`config.mk`:
```
export PLATFORM = sky130hd
export DESIGN_NAME = receive_reorder_window_top
export DESIGN_NICKNAME = d
export VERILOG_FILES = /design/src/rrw_pkg.sv /design/src/rrw_ram.sv /design/src/rrw_slot_reduce.sv /design/src/receive_reorder_window_top.sv
export SDC_FILE = /design/constraint.sdc
export NUM_CORES = 2
export LEC_CHECK = 0
export BUFFER_PORTS_ARGS = -buffer_cell sky130_fd_sc_hd__buf_2
export CAP_MARGIN = 20
export CORE_UTILIZATION = 49
export DETAILED_ROUTE_END_ITERATION = 6
export PLACE_DENSITY_LB_ADDON = 0.1
export SLEW_MARGIN = 20
export SYNTH_ARGS = -nofsm -noshare
export SYNTH_HDL_FRONTEND = slang
export SYNTH_HIERARCHICAL = 1
export SYNTH_SLANG_ARGS = --single-unit
```
`constraint.sdc`:
```
create_clock -name clk -period 12.92 [get_ports clk]
set_clock_uncertainty 0.2 [all_clocks]
set_input_delay 0.646 -clock clk [delete_from_list [all_inputs] [get_ports clk]]
set_output_delay 0.646 -clock clk [all_outputs]
set_load 0.02 [all_outputs]
```
`src/rrw_pkg.sv`:
```
// ----------------------------------------------------------------------------
// rrw_pkg
// Shared types and fixed field widths of the receive reorder window tracker.
// ----------------------------------------------------------------------------
package rrw_pkg;

	localparam int SEQ_W      = 24;
	localparam int LEN_W      = 16;
	localparam int TS_W       = 48;
	localparam int WIN_W      = 6;
	localparam int SLOT_OUT_W = 6;
	localparam int ADM_W      = 5;

	localparam logic [WIN_W-1:0] WIN_RESET = 6'd32;
	localparam logic [ADM_W-1:0] ADM_MAX   = 5'd31;

	localparam logic OP_POST   = 1'b0;
	localparam logic OP_PACKET = 1'b1;

	typedef enum logic [2:0] {
		ST_POSTED    = 3'd0,
		ST_PENDING   = 3'd1,
		ST_ACCEPTED  = 3'd2,
		ST_OUTSIDE   = 3'd3,
		ST_NOT_OPEN  = 3'd4,
		ST_MISMATCH  = 3'd5,
		ST_PEND_FULL = 3'd6
	} status_t;

endpackage

```
`src/rrw_ram.sv`:
```
// ----------------------------------------------------------------------------
// rrw_ram
// Generic single write port, single read port RAM with registered read data.
// ----------------------------------------------------------------------------
module rrw_ram #(
	parameter int WIDTH = 16,
	parameter int DEPTH = 64,
	localparam int AW = (DEPTH > 1) ? $clog2(DEPTH) : 1
) (
	input  logic             clk,
	input  logic             we,
	input  logic [AW-1:0]    waddr,
	input  logic [WIDTH-1:0] wdata,
	input  logic [AW-1:0]    raddr,
	output logic [WIDTH-1:0] rdata
);

	logic [WIDTH-1:0] mem_q [DEPTH];
	logic [WIDTH-1:0] rdata_q;

	always_ff @(posedge clk) begin
		if (we) begin
			mem_q[waddr] <= wdata;
		end
		rdata_q <= mem_q[raddr];
	end

	assign rdata = rdata_q;

endmodule

```
`src/rrw_slot_reduce.sv`:
```
// ----------------------------------------------------------------------------
// rrw_slot_reduce
// Iterative compare/subtract unit: reduces a small offset modulo SLOTS.
// ----------------------------------------------------------------------------
module rrw_slot_reduce #(
	parameter int SLOTS  = 64,
	parameter int VAL_W  = 7,
	parameter int SLOT_W = 6
) (
	input  logic              clk,
	input  logic              arst_n,
	input  logic              start,
	input  logic [VAL_W-1:0]  value,
	output logic              done,
	output logic [SLOT_W-1:0] result
);

	logic             busy_q;
	logic [VAL_W-1:0] val_q;

	assign done   = busy_q && (val_q < VAL_W'(SLOTS));
	assign result = val_q[SLOT_W-1:0];

	always_ff @(posedge clk or negedge arst_n) begin
		if (!arst_n) begin
			busy_q <= 1'b0;
		end else if (start) begin
			busy_q <= 1'b1;
		end else if (done) begin
			busy_q <= 1'b0;
		end
	end

	always_ff @(posedge clk) begin
		if (start) begin
			val_q <= value;
		end else if (busy_q && !done) begin
			val_q <= val_q - VAL_W'(SLOTS);
		end
	end

endmodule

```
`src/receive_reorder_window_top.sv`:
```
// ----------------------------------------------------------------------------
// receive_reorder_window_top
// Receive window tracker: posts expected lengths, checks arriving packets.
// ----------------------------------------------------------------------------
// Input channel (in_valid/in_ready) takes one word: a post (operation 0) or
// an arrived packet (operation 1). Each word yields exactly one result word on
// the output channel (out_valid/out_ready). window_size is written through the
// cfg channel (cfg_valid/cfg_ready, always ready); the user must write it
// only while the block is idle, the block itself does not enforce this.
// One word is processed at a time; in_ready is high only when idle.
// Steps from the accepting edge until the result word is loaded:
// Post: a full queue goes straight to the result; otherwise the admission
// loop (S_ADM_RD, S_ADM_WR) admits pending entries. Packet outside the
// window: straight to the result. Packet inside: slot reduction (S_MOD,
// subtract steps of SLOTS, 0 or 1 when SLOTS >= 64), length RAM read
// (S_LOOKUP), check (S_CHECK), tail walk over the slots the tail advances
// (S_TAIL), then the admission loop as for a post.
// in_ready returns once the result is loaded into the output register.
// Results sit in an output register; a new word is accepted while a result
// waits, but a finished word stalls until the output register drains.
// Reset clears the sequence pointers, open flags, newest timestamp and the
// pending queue, and sets window_size to 32. The length stores are not
// cleared; only written entries are read.
// ----------------------------------------------------------------------------
module receive_reorder_window_top
	import rrw_pkg::*;
#(
	parameter int SLOTS         = 64,
	parameter int PENDING_DEPTH = 16
) (
	input  logic                  clk,
	input  logic                  arst_n,
	input  logic                  in_valid,
	output logic                  in_ready,
	input  logic                  operation,
	input  logic [LEN_W-1:0]      post_length,
	input  logic [SEQ_W-1:0]      packet_sn,
	input  logic [LEN_W-1:0]      pkt_length,
	input  logic [TS_W-1:0]       packet_ts,
	output logic                  out_valid,
	input  logic                  out_ready,
	output logic [2:0]            status,
	output logic [SLOT_OUT_W-1:0] slot,
	output logic [SEQ_W-1:0]      assigned_sn,
	output logic [SEQ_W-1:0]      window_start_sn,
	output logic [TS_W-1:0]       newest_ts,
	output logic [ADM_W-1:0]      admitted_count,
	input  logic                  cfg_valid,
	output logic                  cfg_ready,
	input  logic [WIN_W-1:0]      cfg_data
);

	localparam int SLOT_W  = (SLOTS > 1) ? $clog2(SLOTS) : 1;
	localparam int RED_W   = $clog2(SLOTS + 64);
	localparam int PEND_AW = (PENDING_DEPTH > 1) ? $clog2(PENDING_DEPTH) : 1;
	localparam int CNT_W   = $clog2(PENDING_DEPTH + 1);

	typedef enum logic [2:0] {
		S_IDLE,
		S_MOD,
		S_LOOKUP,
		S_CHECK,
		S_TAIL,
		S_ADM_RD,
		S_ADM_WR,
		S_FINISH
	} state_t;

	function automatic logic [SLOT_W-1:0] slot_inc(input logic [SLOT_W-1:0] s,
			input logic seq_zero);
		logic [SLOT_W-1:0] r;
		if (seq_zero || s == SLOT_W'(SLOTS - 1)) begin
			r = '0;
		end else begin
			r = s + 1'b1;
		end
		return r;
	endfunction

	function automatic logic [PEND_AW-1:0] ptr_inc(input logic [PEND_AW-1:0] p);
		logic [PEND_AW-1:0] r;
		if (p == PEND_AW'(PENDING_DEPTH - 1)) begin
			r = '0;
		end else begin
			r = p + 1'b1;
		end
		return r;
	endfunction

	state_t               state_q;
	logic [WIN_W-1:0]     window_q;
	logic [SEQ_W-1:0]     head_q;
	logic [SEQ_W-1:0]     tail_q;
	logic [SLOT_W-1:0]    head_slot_q;
	logic [SLOT_W-1:0]    tail_slot_q;
	logic [SLOTS-1:0]     open_q;
	logic [TS_W-1:0]      newest_q;
	logic [CNT_W-1:0]     pend_cnt_q;
	logic [PEND_AW-1:0]   wr_ptr_q;
	logic [PEND_AW-1:0]   rd_ptr_q;

	logic                 op_q;
	logic [LEN_W-1:0]     len_q;
	logic [TS_W-1:0]      ts_q;
	status_t              res_status_q;
	logic [SLOT_W-1:0]    res_slot_q;
	logic [SEQ_W-1:0]     assigned_q;
	logic [ADM_W-1:0]     adm_q;

	logic                 out_valid_q;
	status_t              out_status_q;
	logic [SLOT_W-1:0]    out_slot_q;
	logic [SEQ_W-1:0]     out_assigned_q;
	logic [SEQ_W-1:0]     out_tail_q;
	logic [TS_W-1:0]      out_newest_q;
	logic [ADM_W-1:0]     out_adm_q;

	logic                 accept;
	logic                 out_load;
	logic                 pend_full;
	logic [SEQ_W-1:0]     sn_off;
	logic                 in_win;
	logic                 wrapped;
	logic [RED_W-1:0]     red_value;
	logic                 red_start;
	logic                 red_done;
	logic [SLOT_W-1:0]    red_result;
	logic [SEQ_W-1:0]     occ;
	logic                 admit_ok;
	logic [SEQ_W-1:0]     head_next;
	logic [SEQ_W-1:0]     tail_next;
	logic                 tail_stop;
	logic                 exp_we;
	logic                 pend_we;
	logic [LEN_W-1:0]     exp_rdata;
	logic [LEN_W-1:0]     pend_rdata;
	logic [SLOT_W+5:0]    slot_ext;

	assign accept    = in_valid && in_ready;
	assign out_load  = (state_q == S_FINISH) && (!out_valid_q || out_ready);
	assign pend_full = pend_cnt_q >= CNT_W'(PENDING_DEPTH);
	assign sn_off    = packet_sn - tail_q;
	assign in_win    = sn_off < SEQ_W'(window_q);
	assign wrapped   = packet_sn < tail_q;
	assign red_value = wrapped ? RED_W'(packet_sn[5:0])
	                           : RED_W'(tail_slot_q) + RED_W'(sn_off[5:0]);
	assign red_start = accept && (operation == OP_PACKET) && in_win;
	assign occ       = head_q - tail_q;
	assign admit_ok  = (pend_cnt_q != '0) && (occ <= SEQ_W'(window_q))
	                   && (occ < SEQ_W'(SLOTS));
	assign head_next = head_q + 1'b1;
	assign tail_next = tail_q + 1'b1;
	assign tail_stop = (tail_q == head_q) || open_q[tail_slot_q];
	assign exp_we    = (state_q == S_ADM_WR) && admit_ok;
	assign pend_we   = accept && (operation == OP_POST) && !pend_full;

	rrw_slot_reduce #(
		.SLOTS  (SLOTS),
		.VAL_W  (RED_W),
		.SLOT_W (SLOT_W)
	) u_reduce (
		.clk    (clk),
		.arst_n (arst_n),
		.start  (red_start),
		.value  (red_value),
		.done   (red_done),
		.result (red_result)
	);

	rrw_ram #(
		.WIDTH (LEN_W),
		.DEPTH (SLOTS)
	) u_exp_ram (
		.clk   (clk),
		.we    (exp_we),
		.waddr (head_slot_q),
		.wdata (pend_rdata),
		.raddr (res_slot_q),
		.rdata (exp_rdata)
	);

	rrw_ram #(
		.WIDTH (LEN_W),
		.DEPTH (PENDING_DEPTH)
	) u_pend_ram (
		.clk   (clk),
		.we    (pend_we),
		.waddr (wr_ptr_q),
		.wdata (post_length),
		.raddr (rd_ptr_q),
		.rdata (pend_rdata)
	);

	always_ff @(posedge clk or negedge arst_n) begin
		if (!arst_n) begin
			state_q     <= S_IDLE;
			window_q    <= WIN_RESET;
			head_q      <= '0;
			tail_q      <= '0;
			head_slot_q <= '0;
			tail_slot_q <= '0;
			open_q      <= '0;
			newest_q    <= '0;
			pend_cnt_q  <= '0;
			wr_ptr_q    <= '0;
			rd_ptr_q    <= '0;
			out_valid_q <= 1'b0;
		end else begin
			if (cfg_valid && cfg_ready) begin
				window_q <= cfg_data;
			end
			if (out_load) begin
				out_valid_q <= 1'b1;
			end else if (out_valid_q && out_ready) begin
				out_valid_q <= 1'b0;
			end
			unique case (state_q)
				S_IDLE: begin
					if (accept) begin
						op_q       <= operation;
						len_q      <= pkt_length;
						ts_q       <= packet_ts;
						adm_q      <= '0;
						res_slot_q <= '0;
						assigned_q <= (operation == OP_POST && !pend_full)
						              ? head_q + SEQ_W'(pend_cnt_q) : '0;
						if (operation == OP_POST) begin
							if (pend_full) begin
								res_status_q <= ST_PEND_FULL;
								state_q      <= S_FINISH;
							end else begin
								wr_ptr_q   <= ptr_inc(wr_ptr_q);
								pend_cnt_q <= pend_cnt_q + 1'b1;
								state_q    <= S_ADM_RD;
							end
						end else if (!in_win) begin
							res_status_q <= ST_OUTSIDE;
							state_q      <= S_FINISH;
						end else begin
							state_q <= S_MOD;
						end
					end
				end
				S_MOD: begin
					if (red_done) begin
						res_slot_q <= red_result;
						state_q    <= S_LOOKUP;
					end
				end
				S_LOOKUP: begin
					state_q <= S_CHECK;
				end
				S_CHECK: begin
					if (!open_q[res_slot_q]) begin
						res_status_q <= ST_NOT_OPEN;
					end else if (exp_rdata != len_q) begin
						res_status_q <= ST_MISMATCH;
					end else begin
						res_status_q       <= ST_ACCEPTED;
						open_q[res_slot_q] <= 1'b0;
						if (ts_q > newest_q) begin
							newest_q <= ts_q;
						end
					end
					state_q <= S_TAIL;
				end
				S_TAIL: begin
					if (tail_stop) begin
						state_q <= S_ADM_RD;
					end else begin
						tail_q      <= tail_next;
						tail_slot_q <= slot_inc(tail_slot_q, tail_next == '0);
					end
				end
				S_ADM_RD: begin
					state_q <= S_ADM_WR;
				end
				S_ADM_WR: begin
					if (admit_ok) begin
						open_q[head_slot_q] <= 1'b1;
						head_q      <= head_next;
						head_slot_q <= slot_inc(head_slot_q, head_next == '0);
						rd_ptr_q    <= ptr_inc(rd_ptr_q);
						pend_cnt_q  <= pend_cnt_q - 1'b1;
						if (adm_q != ADM_MAX) begin
							adm_q <= adm_q + 1'b1;
						end
						if (op_q == OP_POST) begin
							res_slot_q <= head_slot_q;
						end
						state_q <= S_ADM_RD;
					end else begin
						if (op_q == OP_POST) begin
							if (pend_cnt_q == '0) begin
								res_status_q <= ST_POSTED;
							end else begin
								res_status_q <= ST_PENDING;
								res_slot_q   <= '0;
							end
						end
						state_q <= S_FINISH;
					end
				end
				S_FINISH: begin
					if (out_load) begin
						out_status_q   <= res_status_q;
						out_slot_q     <= res_slot_q;
						out_assigned_q <= assigned_q;
						out_tail_q     <= tail_q;
						out_newest_q   <= newest_q;
						out_adm_q      <= adm_q;
						state_q        <= S_IDLE;
					end
				end
				default: begin
					state_q <= S_IDLE;
				end
			endcase
		end
	end

	assign in_ready        = (state_q == S_IDLE);
	assign cfg_ready       = 1'b1;
	assign out_valid       = out_valid_q;
	assign status          = out_status_q;
	assign slot_ext        = {6'd0, out_slot_q};
	assign slot            = slot_ext[SLOT_OUT_W-1:0];
	assign assigned_sn     = out_assigned_q;
	assign window_start_sn = out_tail_q;
	assign newest_ts       = out_newest_q;
	assign admitted_count  = out_adm_q;

	a_pend_bound: assert property (@(posedge clk) disable iff (!arst_n)
		pend_cnt_q <= CNT_W'(PENDING_DEPTH))
		else $error("pending count above queue depth");

	a_occ_bound: assert property (@(posedge clk) disable iff (!arst_n)
		occ <= SEQ_W'(SLOTS))
		else $error("open span exceeds slot store");

	a_out_from_finish: assert property (@(posedge clk) disable iff (!arst_n)
		$rose(out_valid_q) |-> $past(state_q == S_FINISH))
		else $error("result word raised outside finish");

	a_accept_busy: assert property (@(posedge clk) disable iff (!arst_n)
		accept |=> !in_ready)
		else $error("ready right after accepting a word");

endmodule
```
==> summary.txt <==
Final layout
  • Total Nets Final: 5190
  • Utilization after layout: 56.4%
  • Share of layout cells above drive strength 1: 22.0%
  • Area Overhead vs Synth: 14.3%

Logic synthesis
  • Biggest area contributors in the synthesized netlist: edfxtp_1 61%, mux4_2 9.0%, dfrtp_1 6.6%
  • Dominant synthesized flop cell: edfxtp_1
  • Syn Inst Count: 4523
  • Largest family of logic cells by synthesized area: multiplexers
  • Number of distinct library cell variants in the gate-level netlist after synthesis: 98
  • Syn_nets: 4774
  • Sequential share of the synthesized area: between 60% and 70%
  • XOR/XNOR Fraction of Synth Area: around 1.3%
  • Share of synthesized cell area in full adder, half adder and majority cells: under 10%
  • Area share of the largest cell type after synthesis: between 60% and 70%
  • Share of synthesized flip-flops with an asynchronous set or reset: 11.3%
  • Register bit total from synthesis: 1728
  • Synth Area in Compound Gates: ~6.1%
  • Basic-gate share of the synthesized area counting and, or, nand and nor cells: 6.83%
  • Share of synthesized area spent on multiplexers: 12.5%
  • Number of enable-type register cells in the synthesized netlist: 1500
  • Top cell type by total area after synthesis: edfxtp_1
  • Netlist area before placement: 73900 sq um
  • Synth warn: 6
  • Syn Area/Cell: between 15 and 20 sq um

Floorplan
  • Die boundary width: 390 um
  • Boundary Pins: 229
  • Die ar.: roughly 150000 sq um
  • Core region area: 150000 sq um
  • Die height: 390 um
  • Effective utilization at floorplan: approximately 49%
  • # rows: about 140

Power and ir drop
  • Total chip power: 0.0147 W
  • Leak Pwr: 29.2 nW
  • Power density relative to cell area: 174 nW/um^2
  • Peak ir drop on the vdd network: 0.158 mV

Drt
  • Via density per instance: about 6.0
  • Routed wire per std cell: approximately 27 um
  • Initial drt markers: between 3000 and 4000
  • Routed Antenna Nets: 0
  • DR vias: 42400
  • Detailed-route wire length: approximately 190000 um
  • Detailed Routing Iterations Pass 1: 5
  • DRC violation count after routing: 0

Global route
  • Via count of the first global-routing pass: 42200
  • GR Overflow Total: 0
  • Met3 demand-to-capacity share in global routing: between 3 and 4%
  • Maximum number of pins on one net before global-route repair: between 80 and 90
  • Initial antenna violation count: 4
  • Met2 track utilization from global routing: 40.0%
  • First-pass GRT wire length: 281000 um
  • Global routing usage summed across all routing layers: 25.1%
  • Gr busiest metal: met2
  • Met1 track utilization from global routing: 35.9%

STA
  • Final critical-path share of the clock period: ~48%
  • Achievable Freq: 0.160 GHz
  • Transition time of the tightest slew-check pin: 1210 ps
  • Unrepaired setup endpoints after global routing: no
  • TNS Setup: 0 ps
  • PnR worst setup slack: 6670 ps
  • Hold Fails Final Rpt: 0
  • Max_slew headroom: 18.9%
  • Number of pins with negative max-slew slack in the final report: 0
  • Final number of setup-violating endpoints: 0
  • Minimum clock period: 6250 ps

Clock network
  • Hold_buf cts: approximately 100
  • Number of H-tree branching levels: 4
  • Clock Pin Slew Worst Setup and Hold Paths: about 60 ps
  • Clock Sinks: 1728
  • TritonCTS clock tree: built
  • Number of gates resized after cts: 0
  • Root buffer selected by CTS: clkbuf_16
  • Longest Clk Path Bufs: 3
  • Latest clock arrival within the worst-skew pair: 810 ps
  • TritonCTS buffer count: about 180
  • Post-CTS Repair Setup Buffers: 0

Worst setup path
  • Largest stage delay on the critical path: 880 ps
  • Max stage delay cell, worst path: nor2_2
  • Worst-path cell chain: inv_1 -> ha_1 -> nor2b_1 -> o31a_1 -> o21a_1 -> nor2_1 -> xnor2_1 -> ha_1 -> o21a_1 -> o22ai_1 -> a21oi_1 -> nor4_1 -> nand4_1 -> nor4b_1 -> and4_1 -> nand4b_1 -> nor2_2
  • Category of the worst setup path launch point: flip-flop
  • Arrival time worst endpoint: 6450 ps
  • Biggest fanout along the worst timing path: 16
  • Data required, critical path: about 13000 ps
  • Category of the worst setup path capture point: flip-flop
  • Type of the worst setup path: reg2reg

Placed design
  • DP Wirelength: 120000 um
  • Worst slack, placed: 6710 ps
  • Number of I/O port buffers: 227
  • Routability cong.: 0.893

Hold path
  • Hold Path Class: in2reg

Job
  • Max-cap violations: 0

Outcome
  • Result of the run: finished clean
kinds of logic after synthesis:
logic type,Yosys count
DFF,1728
muxes,511
adders and majority gates,135
and+or+nand+nor,997
AOI/OAI and AO/OA,681
buffers and inverters,362
xor gates and xnor gates,108
other,1
worst max-delay path, delay by kind of cell (launching register included):
family          cells  cell delay (ps)
compound gates      5              810
xor+xnor            1              130
fa+ha+maj           2              570
buf+inv             1              180
flops               1              510
simple gates        8             3430
flip-flops by register name, indices dropped and copies added (netlist names), 48 cells and up:
name and flops:
u_exp_ram/mem_q 1024, u_pend_ram/mem_q 256, newest_q 48, open_q 64
newest_ts 48, ts_q 48
area by class of cell:
| cell class | count | area (sq um) |
|---|---|---|
| multi-input cells | 2433 | 21700 |
| repair buffers | 475 | 3280 |
| fillers | 11700 | 65300 |
| flip-flops and latches | 1728 | 50600 |
| clock inverters | 91 | 1040 |
| inverters | 122 | 458 |
| well taps | 2016 | 2520 |
| diodes | 1 | 2.50 |
| clock buffers | 243 | 4880 |
power breakdown:
part           internal [W]  total, W  leakage [nW]  switching [W]
sequential          0.00658   0.00675          16.4       0.000162
clock               0.00291   0.00513          2.86        0.00222
combinational      0.000966   0.00285          9.91        0.00188
cells in the final DEF, fill, tap and decap left out, types with 33 or more instances in the layout:
cell type and instances:
mux2i_1 100, dfrtp_1 193, nor2b_1 55, edfxtp_1 1500
buf_4 146, a21oi_1 106, nand2_1 257, ha_1 130
nand3_1 110, mux2_2 96, a22oi_1 77, nand4_1 65
a21o_1 33, dlygate4sd3_1 99, clkbuf_16 182, clkbuf_1 51
o21ai_0 197, nor3_1 50, xnor2_1 50, nor2_1 203
xor2_1 58, buf_2 226, mux4_2 296, inv_1 122
worst paths after layout:
check / from / end / slack [ps] / cells after the start
hold / removal: packet_sn[3] / u_reduce/val_q[3]$_DFFE_PP_ / 130 / 3
hold reg to reg: assigned_q[16]$_SDFFCE_PN0P_ / assigned_sn[16]$_DFFE_PP_ / 210 / 0
min in group asynchronous: arst_n / tail_q[4]$_DFFE_PN0P_ / 200 / 2
max in group asynchronous: arst_n / head_q[3]$_DFFE_PN0P_ / 10570 / 4
setup reg to reg: tail_q[1]$_DFFE_PN0P_ / u_exp_ram/mem_q[43][10]$_DFFE_PP_ / 6670 / 17
setup / recovery: tail_q[1]$_DFFE_PN0P_ / u_exp_ram/mem_q[43][10]$_DFFE_PP_ / 6670 / 17
cell usage after synthesis (all sizes together) (108+ instances only):
| master | count |
|---|---|
| ha | 130 |
| buf | 129 |
| clkbuf | 111 |
| inv | 122 |
| nand2 | 258 |
| mux4 | 315 |
| o21ai | 202 |
| edfxtp | 1500 |
| a21oi | 108 |
| nor2 | 221 |
| nand3 | 111 |
| dfrtp | 195 |
metrics by stage:
stage               instances  hold slack (ps)  area (sq um)
floorplan                4523              150         73900
global placement         6674              203         77500
detailed placement       6674              205         77500
CTS                      7107             72.8         84500
global route             7108              106         84500
finish                   7109              128         84500
routing by layer:
| layer | vias to the layer above | wire (um) |
|---|---|---|
| met3 | 293 | 11500 |
| met2 | 1436 | 90900 |
| met1 | 21900 | 82800 |
| met5 | - | 0 |
| li1 | 18800 | - |
| met4 | 0 | 5030 |
(Power assumes the default switching activity.)
